<file path="config.mk">
export PLATFORM = sky130hd
export DESIGN_NAME = merge_sort_buffer_top
export DESIGN_NICKNAME = d
export VERILOG_FILES = /design/src/msb_pkg.sv /design/src/msb_ram.sv /design/src/merge_sort_buffer_top.sv
export VERILOG_INCLUDE_DIRS = /design/src /design/src/src
export SDC_FILE = /design/constraint.sdc
export NUM_CORES = 2
export LEC_CHECK = 0
export ABC_CLOCK_PERIOD_IN_PS = 6900
export BUFFER_PORTS_ARGS = -buffer_cell sky130_fd_sc_hd__buf_2
export CAP_MARGIN = 20
export CELL_PAD_IN_SITES_DETAIL_PLACEMENT = 0
export CELL_PAD_IN_SITES_GLOBAL_PLACEMENT = 1
export CORE_MARGIN = 2
export CORE_UTILIZATION = 48
export CTS_CLUSTER_SIZE = 16
export DETAILED_ROUTE_END_ITERATION = 8
export PLACE_DENSITY_LB_ADDON = 0.1
export SLEW_MARGIN = 20
export SYNTH_ARGS = -nofsm -noshare
export SYNTH_HDL_FRONTEND = slang
export SYNTH_SLANG_ARGS = --single-unit
</file>
<file path="constraint.sdc">
create_clock -name i_clk -period 6.9 [get_ports i_clk]
set_input_delay 0 -clock i_clk [delete_from_list [all_inputs] [get_ports i_clk]]
set_output_delay 0 -clock i_clk [all_outputs]
set_load 0.1 [all_outputs]
</file>
<file path="src/merge_sort_buffer_top_assert.svh">
// Assertion macros for the merge sort buffer.
`ifndef MERGE_SORT_BUFFER_TOP_ASSERT_SVH
`define MERGE_SORT_BUFFER_TOP_ASSERT_SVH

`ifndef ASSERT_OFF
// Checked on every clock edge outside reset.
`define MSB_ASSERT(lbl, prop, msg) \
    lbl: assert property (@(posedge i_clk) disable iff (!i_rst_n) (prop)) else $error(msg);
// Checked on every clock edge, reset included.
`define MSB_ASSERT_ALWAYS(lbl, prop, msg) \
    lbl: assert property (@(posedge i_clk) (prop)) else $error(msg);
`else
`define MSB_ASSERT(lbl, prop, msg)
`define MSB_ASSERT_ALWAYS(lbl, prop, msg)
`endif

`endif

</file>
<file path="src/msb_pkg.sv">
`timescale 1ns / 1ps
`default_nettype none

package msb_pkg;

    typedef enum logic [3:0] {
        ST_IDLE,
        ST_RUN_INIT,
        ST_FETCH,
        ST_WAIT_A,
        ST_WAIT_B,
        ST_PICK,
        ST_OUT,
        ST_DRAIN
    } t_state;

    localparam int unsigned DATA_W = 32;

endpackage

`default_nettype wire

</file>
<file path="src/msb_ram.sv">
`timescale 1ns / 1ps
`default_nettype none

module msb_ram #(
    parameter int unsigned WIDTH = 32,
    parameter int unsigned DEPTH = 64
) (
    input  wire logic                     i_clk,
    input  wire logic                     i_we,
    input  wire logic [$clog2(DEPTH)-1:0] i_waddr,
    input  wire logic [WIDTH-1:0]         i_wdata,
    input  wire logic [$clog2(DEPTH)-1:0] i_raddr,
    output logic      [WIDTH-1:0]         o_rdata
);

    logic [WIDTH-1:0] r_mem [DEPTH];

    always_ff @(posedge i_clk) begin
        if (i_we) begin
            r_mem[i_waddr] <= i_wdata;
        end
        o_rdata <= r_mem[i_raddr];
    end

endmodule

`default_nettype wire

</file>
<file path="src/merge_sort_buffer_top.sv">
// Batch sorter. Values are loaded one item per cycle (busy stays low) until an
// item marked end_of_batch; items beyond MAX_ITEMS are dropped and flagged on
// every result of that batch. The batch of n values is then sorted by bottom-up
// merge passes that ping-pong between two single-port-read RAMs: each element
// of each pass is read into a run head through the registered RAM read, then
// compared and written, with a setup step per run, over ceil(log2(n)) passes.
// The n results then follow back to back on o_valid after the last pass, the
// last one with o_final_result set. The receiver cannot stall: each result is
// on the ports for one cycle only. busy stays high from the end item until the
// last result has gone out.
`timescale 1ns / 1ps
`default_nettype none

`include "merge_sort_buffer_top_assert.svh"

module merge_sort_buffer_top
    import msb_pkg::*;
#(
    parameter int unsigned MAX_ITEMS = 64
) (
    input  wire logic                     i_clk,
    input  wire logic                     i_rst_n,
    input  wire logic                     start,
    output logic                          busy,
    input  wire logic signed [DATA_W-1:0] i_sample_value,
    input  wire logic                     i_end_of_batch,
    output logic                          o_valid,
    output logic signed [DATA_W-1:0]      o_sorted_value,
    output logic                          o_final_result,
    output logic                          o_overflow_flag
);

    localparam int unsigned CNT_W  = $clog2(MAX_ITEMS + 1);
    localparam int unsigned ADDR_W = $clog2(MAX_ITEMS);
    localparam int unsigned W_W    = CNT_W + 1;
    localparam int unsigned SUM_W  = CNT_W + 2;

    t_state r_state, n_state;

    logic [CNT_W-1:0] r_count, n_count;
    logic             r_dropped, n_dropped;
    logic             r_src, n_src;
    logic [W_W-1:0]   r_width, n_width;
    logic [CNT_W-1:0] r_lo, n_lo, r_mid, n_mid, r_hi, n_hi;
    logic [CNT_W-1:0] r_a, n_a, r_b, n_b, r_o, n_o, r_k, n_k;
    logic             r_va, n_va, r_vb, n_vb;
    logic signed [DATA_W-1:0] r_head_a, n_head_a, r_head_b, n_head_b;
    logic             r_pend, n_pend, r_pend_last, n_pend_last;

    // memory ports
    logic              work_we, scr_we;
    logic [ADDR_W-1:0] wr_addr, rd_addr;
    logic [DATA_W-1:0] wr_data, work_rd, scr_rd;
    logic signed [DATA_W-1:0] src_rd;

    // run bounds
    logic [SUM_W-1:0] lo_ext, w_ext, n_ext, mid_s, hi_s;
    logic [W_W-1:0]   w_dbl;
    logic             need_a, need_b, take_a, run_done, accept;

    msb_ram #(.WIDTH(DATA_W), .DEPTH(MAX_ITEMS)) u_work_ram (
        .i_clk   (i_clk),
        .i_we    (work_we),
        .i_waddr (wr_addr),
        .i_wdata (wr_data),
        .i_raddr (rd_addr),
        .o_rdata (work_rd)
    );

    msb_ram #(.WIDTH(DATA_W), .DEPTH(MAX_ITEMS)) u_scratch_ram (
        .i_clk   (i_clk),
        .i_we    (scr_we),
        .i_waddr (wr_addr),
        .i_wdata (wr_data),
        .i_raddr (rd_addr),
        .o_rdata (scr_rd)
    );

    assign src_rd   = r_src ? $signed(scr_rd) : $signed(work_rd);
    assign lo_ext   = SUM_W'(r_lo);
    assign w_ext    = SUM_W'(r_width);
    assign n_ext    = SUM_W'(r_count);
    assign mid_s    = lo_ext + w_ext;
    assign hi_s     = lo_ext + (w_ext << 1);
    assign w_dbl    = r_width << 1;
    assign need_a   = !r_va && (r_a < r_mid);
    assign need_b   = !r_vb && (r_b < r_hi);
    // left run wins ties; an invalid head means that run is used up
    assign take_a   = r_va && (!r_vb || (r_head_a <= r_head_b));
    assign run_done = (W_W'(r_o) + W_W'(1)) == W_W'(r_hi);
    assign accept   = start && !busy;

    assign busy            = (r_state != ST_IDLE);
    assign o_valid         = r_pend;
    assign o_sorted_value  = src_rd;
    assign o_final_result  = r_pend_last;
    assign o_overflow_flag = r_dropped;

    always_ff @(posedge i_clk) begin
        if (!i_rst_n) begin
            r_state     <= ST_IDLE;
            r_count     <= '0;
            r_dropped   <= 1'b0;
            r_pend      <= 1'b0;
            r_pend_last <= 1'b0;
            r_va        <= 1'b0;
            r_vb        <= 1'b0;
            r_src       <= 1'b0;
        end else begin
            r_state     <= n_state;
            r_count     <= n_count;
            r_dropped   <= n_dropped;
            r_pend      <= n_pend;
            r_pend_last <= n_pend_last;
            r_va        <= n_va;
            r_vb        <= n_vb;
            r_src       <= n_src;
        end
    end

    always_ff @(posedge i_clk) begin
        r_width  <= n_width;
        r_lo     <= n_lo;
        r_mid    <= n_mid;
        r_hi     <= n_hi;
        r_a      <= n_a;
        r_b      <= n_b;
        r_o      <= n_o;
        r_k      <= n_k;
        r_head_a <= n_head_a;
        r_head_b <= n_head_b;
    end

    always_comb begin
        n_state     = r_state;
        n_count     = r_count;
        n_dropped   = r_dropped;
        n_src       = r_src;
        n_width     = r_width;
        n_lo        = r_lo;
        n_mid       = r_mid;
        n_hi        = r_hi;
        n_a         = r_a;
        n_b         = r_b;
        n_o         = r_o;
        n_k         = r_k;
        n_va        = r_va;
        n_vb        = r_vb;
        n_head_a    = r_head_a;
        n_head_b    = r_head_b;
        n_pend      = 1'b0;
        n_pend_last = 1'b0;
        work_we     = 1'b0;
        scr_we      = 1'b0;
        wr_addr     = r_o[ADDR_W-1:0];
        wr_data     = take_a ? r_head_a : r_head_b;
        rd_addr     = r_a[ADDR_W-1:0];

        unique case (r_state)
            ST_IDLE: begin
                wr_addr = r_count[ADDR_W-1:0];
                wr_data = i_sample_value;
                if (accept) begin
                    if (r_count < CNT_W'(MAX_ITEMS)) begin
                        work_we = 1'b1;
                        n_count = r_count + CNT_W'(1);
                    end else begin
                        n_dropped = 1'b1;
                    end
                    if (i_end_of_batch) begin
                        n_src   = 1'b0;
                        n_width = W_W'(1);
                        n_lo    = '0;
                        n_k     = '0;
                        // a single value needs no pass
                        if (n_count > CNT_W'(1)) begin
                            n_state = ST_RUN_INIT;
                        end else begin
                            n_state = ST_OUT;
                        end
                    end
                end
            end
            ST_RUN_INIT: begin
                n_mid   = (mid_s > n_ext) ? r_count : mid_s[CNT_W-1:0];
                n_hi    = (hi_s > n_ext) ? r_count : hi_s[CNT_W-1:0];
                n_a     = r_lo;
                n_b     = (mid_s > n_ext) ? r_count : mid_s[CNT_W-1:0];
                n_o     = r_lo;
                n_va    = 1'b0;
                n_vb    = 1'b0;
                n_state = ST_FETCH;
            end
            ST_FETCH: begin
                priority if (need_a) begin
                    rd_addr = r_a[ADDR_W-1:0];
                    n_state = ST_WAIT_A;
                end else if (need_b) begin
                    rd_addr = r_b[ADDR_W-1:0];
                    n_state = ST_WAIT_B;
                end else begin
                    n_state = ST_PICK;
                end
            end
            ST_WAIT_A: begin
                n_head_a = src_rd;
                n_va     = 1'b1;
                n_state  = ST_FETCH;
            end
            ST_WAIT_B: begin
                n_head_b = src_rd;
                n_vb     = 1'b1;
                n_state  = ST_FETCH;
            end
            ST_PICK: begin
                if (r_src) begin
                    work_we = 1'b1;
                end else begin
                    scr_we = 1'b1;
                end
                if (take_a) begin
                    n_a  = r_a + CNT_W'(1);
                    n_va = 1'b0;
                end else begin
                    n_b  = r_b + CNT_W'(1);
                    n_vb = 1'b0;
                end
                n_o = r_o + CNT_W'(1);
                if (run_done) begin
                    n_va = 1'b0;
                    n_vb = 1'b0;
                    if (hi_s >= n_ext) begin
                        // pass complete: swap buffers, double the run width
                        n_src   = !r_src;
                        n_width = w_dbl;
                        n_lo    = '0;
                        if (W_W'(r_count) <= w_dbl) begin
                            n_k     = '0;
                            n_state = ST_OUT;
                        end else begin
                            n_state = ST_RUN_INIT;
                        end
                    end else begin
                        n_lo    = hi_s[CNT_W-1:0];
                        n_state = ST_RUN_INIT;
                    end
                end else begin
                    n_state = ST_FETCH;
                end
            end
            ST_OUT: begin
                rd_addr     = r_k[ADDR_W-1:0];
                n_pend      = 1'b1;
                n_pend_last = (W_W'(r_k) + W_W'(1)) == W_W'(r_count);
                n_k         = r_k + CNT_W'(1);
                if (n_pend_last) begin
                    n_state = ST_DRAIN;
                end
            end
            ST_DRAIN: begin
                n_count   = '0;
                n_dropped = 1'b0;
                n_state   = ST_IDLE;
            end
            default: begin
                n_state = ST_IDLE;
            end
        endcase
    end

    `MSB_ASSERT(a_valid_busy, o_valid |-> busy, "result strobe while idle")
    `MSB_ASSERT(a_final_valid, o_final_result |-> o_valid, "final mark without result")
    `MSB_ASSERT(a_count_cap, r_count <= CNT_W'(MAX_ITEMS), "item count above capacity")
    `MSB_ASSERT(a_pick_head, (r_state == ST_PICK) |-> (r_va || r_vb),
        "merge step with both runs empty")
    `MSB_ASSERT(a_final_ends, o_final_result |=> (!o_valid && r_count == '0),
        "results continue past final mark")

endmodule

`default_nettype wire

</file>
==> impl_metrics.ini <==
[status]
run_status = complete, no violations

[timing]
unrepaired_setup_endpoints_after_global_routing = false
postLayoutSetupSlackWorst_ps = 989
relSlewSlack = 0.173
max_slew.worst_pin.slew_ps = 1230
achievable-frequency_ghz = 0.169
clock_skew_ps = 39.2
finalHoldViolCount = 0
final-max-slew-violation-count = 0
layout_min_cycle_time_ps = 5910
setup_viol = 0
hold-worst-slack_ps = 7.62
setup_total_negative_slack_ps = 0
min_period_over_period = 0.857

[layout]
num-fill-cells = 28800
finish.net_count = 12800
flow.area_growth_from_synthesis_pct = 14.2
final_design_area_no_fill_sq_mm = 0.196
fraction_of_layout_instances_using_a_drive_strength_above_1 = 0.123
final_cells = 17800

[pwr]
irDropWorstVdd_mv = 0.553
share_seq_of_total_power = 0.351
sw_frac_of_total = 0.424
pwr_density_cell_mw_per_mm2 = 515
combinationalPowerShare = 0.415
power.internal_w = 0.0582
share_clk_of_total_power = 0.235
leakage_nw = 66.2
power.net_switching_w = 0.0429

[global_route]
grt_start_max_net_pins = 130
antenna_found_initial = 59
grt_first_pass_wirelength_um = 853000
globalRouteTotalUtil = 0.334
via_count_of_the_first_global_routing_pass = 107000
grt_overflow_total = 0

[synthesis]
post_synth_xor_area_fraction = 0.00234
synth.net_count = 12500
synth-adder-area-share = 0.00620
synth.cells.most_frequent = sky130_fd_sc_hd__edfxtp_1, sky130_fd_sc_hd__nand2_1, sky130_fd_sc_hd__a21oi_1
post-synth-top-count-cell = sky130_fd_sc_hd__edfxtp_1
netlist.area_leader.share = 0.736
synth_top_family_by_area = simple AND/OR/NAND/NOR gates
synthesis.instances = 12400
synthMuxAreaShare = 0.0227
yosys-top-cells-area = sky130_fd_sc_hd__edfxtp_1, sky130_fd_sc_hd__nand2_1, sky130_fd_sc_hd__a21oi_1
ys.warnings.count = 0
postSynth.topFlopCell = sky130_fd_sc_hd__edfxtp_1
synth.yosys.seq_area_share = 0.746
synth_area_in_compound_gates = 0.0913
yosysTopAreaCell = sky130_fd_sc_hd__edfxtp_1
post_synth.cell_area_avg_sq_um = 13.9
netlist_area_before_placement_sq_mm = 0.172
synthSimpleGateAreaFrac = 0.107
synth_cell_type_count = 97
ys_async_sr_fraction = 0
yosys_register_bits = 4297
synth_enable_flop_cells = 4217

[route]
detail_route.wl_per_cell_um = 34.7
post-route-drc-count = 0
drt_pass1_iterations = 6
first_iter_violations = 16100
avgViaCountPerCell = 6.39
drt.antenna.violating_nets = 0
detail_route.wirelength_um = 620000
route.vias.total = 114000

[die]
fp-row-count = 219
core_region_area_sq_mm = 0.356
die-width_um = 603
fp.dieArea_sq_mm = 0.363
ios = 72
start_util = 0.483
chipHeight_um = 603

[clock_network]
sinks_on_clock_net = 4297
cts.path.max_buffers = 4
cts.clk_slew.worst_paths_ps = 60
postCtsSetupRepairBufs = 0
clockRootBuffer = sky130_fd_sc_hd__clkbuf_16
num_cts_buffers = 450
cts_hold_buffers = 36
cts_max_level = 5
tritoncts = yes
cts_resized = 0
worst_skew_pair.late_latency_ps = 1000

[placement]
placement.setup.worst_slack_ps = 1160
place.detailed.instances = 16900
place.port_buffers = 71
placedInstanceArea_sq_mm = 0.182
dp.final_hpwl_um = 359000
finalWeightedCongestion = 0.906

[critical_path]
required_time_worst_endpoint_ps = 7820
highest_net_fanout_along_the_worst_path = 47
timing.critical_path.to_type = flop
worstPathArrival_ps = 6830
timing_worst_setup_path_type = reg -> reg
critPathLaunchType = flop

[job]
drv.max_cap_violation_count = 0

[min_path]
type_of_the_most_critical_hold_path = in -> reg
==> per-stage QoR <==
| step | utilization | total power [W] |
|---|---|---|
| 3_5_place_dp | 0.510 | 0.0771 |
| 3_3_place_gp | 0.509 | 0.0765 |
| 4_1_cts | 0.551 | 0.101 |
| 5_1_grt | 0.551 | 0.104 |
| 2_1_floorplan | - | 0.0568 |
| 6_report | 0.552 | 0.101 |
==> worst max-delay path, cell delays in order (launching register included) <==
cell                        delay, ps
sky130_fd_sc_hd__edfxtp_1         550
sky130_fd_sc_hd__ha_1             360
sky130_fd_sc_hd__a21o_1           180
sky130_fd_sc_hd__a31oi_1          210
sky130_fd_sc_hd__o21ai_1          150
sky130_fd_sc_hd__buf_4            220
sky130_fd_sc_hd__nand4_4          390
sky130_fd_sc_hd__and2_4           690
sky130_fd_sc_hd__buf_12           330
sky130_fd_sc_hd__buf_4            420
sky130_fd_sc_hd__buf_4            320
sky130_fd_sc_hd__nand2_1           80
sky130_fd_sc_hd__a32oi_1          190
sky130_fd_sc_hd__a2111oi_0        190
sky130_fd_sc_hd__nor4_1          1080
sky130_fd_sc_hd__o221a_1          330
==> final timing paths <==
| path | startpoint | cells after the start | end | slack (ps) |
|---|---|---|---|---|
| worst max register to register | r_a[2] | 15 | u_scratch_ram.o_rdata[16] | 990 |
| worst min register to register | o_overflow_flag | 2 | o_overflow_flag | 480 |
| worst min-delay path | i_sample_value[7] | 4 | u_work_ram.r_mem[47][7] | 8 |
| worst max-delay path | r_a[2] | 15 | u_scratch_ram.o_rdata[16] | 990 |
==> cell usage in the layout, fill, tap and decap left out, types with 59 or more instances in the layout <==
cell type and n:
sky130_fd_sc_hd__inv_1 69, sky130_fd_sc_hd__nor2_1 107, sky130_fd_sc_hd__nor3_1 59, sky130_fd_sc_hd__nor2_4 137, sky130_fd_sc_hd__a31oi_1 209, sky130_fd_sc_hd__buf_4 486, sky130_fd_sc_hd__nand3_1 648, sky130_fd_sc_hd__clkbuf_16 459
sky130_fd_sc_hd__a211oi_1 322, sky130_fd_sc_hd__dfxtp_1 79, sky130_fd_sc_hd__mux2i_1 324, sky130_fd_sc_hd__nand2_1 2938, sky130_fd_sc_hd__a221oi_1 73, sky130_fd_sc_hd__o21ai_0 158, sky130_fd_sc_hd__buf_2 71, sky130_fd_sc_hd__edfxtp_1 4217
sky130_fd_sc_hd__a21oi_1 753, sky130_fd_sc_hd__a32oi_1 193, sky130_fd_sc_hd__and3_1 311, sky130_fd_sc_hd__clkinv_2 89, sky130_fd_sc_hd__a311oi_1 61, sky130_fd_sc_hd__clkinv_1 110, sky130_fd_sc_hd__clkbuf_1 92, sky130_fd_sc_hd__ha_1 82
sky130_fd_sc_hd__buf_12 107
==> state kept, by name, indices dropped and copies added (netlist names), 8 cells and up <==
signal and count:
r_head_a 32, r_head_b 32, r_width 8, u_scratch_ram.o_rdata 32, u_scratch_ram.r_mem 2048, u_work_ram.o_rdata 32, u_work_ram.r_mem 2048
==> power by group through the flow <==
stage | clock network, W | logic (W) | registers, W
finish | 0.0237 | 0.0419 | 0.0355
global route | 0.0249 | 0.0434 | 0.0354
CTS | 0.0239 | 0.0413 | 0.0353
detailed placement | 0 | 0.0412 | 0.0359
global placement | 0 | 0.0406 | 0.0359
floorplan | 0 | 0.0210 | 0.0357
==> metal layers <==
| metal | GRT usage | vias to the layer above | wire, um |
|---|---|---|---|
| met5 | 0 | - | 208 |
| met4 | 0.166 | 32 | 36000 |
| met3 | 0.0674 | 1228 | 62700 |
| met2 | 0.523 | 6332 | 283000 |
| met1 | 0.448 | 58800 | 238000 |
| li1 | - | 47600 | - |
==> logic make-up (layout without fill, tap and decap cells) <==
family	after synthesis	count (layout)
mux	382	382
xor+xnor	46	46
compound gates	2300	2300
other cells	0	25
fa+ha+maj	84	84
flops	4297	4297
buf+inv	917	1605
simple gates	4342	4342
==> area by class of cell <==
type                       instances  area [sq um]  share of cell area
sequential                      4297        128000               0.653
multi-input combinational       7154         41000               0.209
clock buffer                     562         12000              0.0610
timing repair buffer             709          6710              0.0341
tap                             4751          5940              0.0303
clock inverter                   263          2260              0.0115
inverter                          71           267             0.00136
antenna                           25          62.6            0.000318
Note: power is estimated with default switching activity, not from simulation.
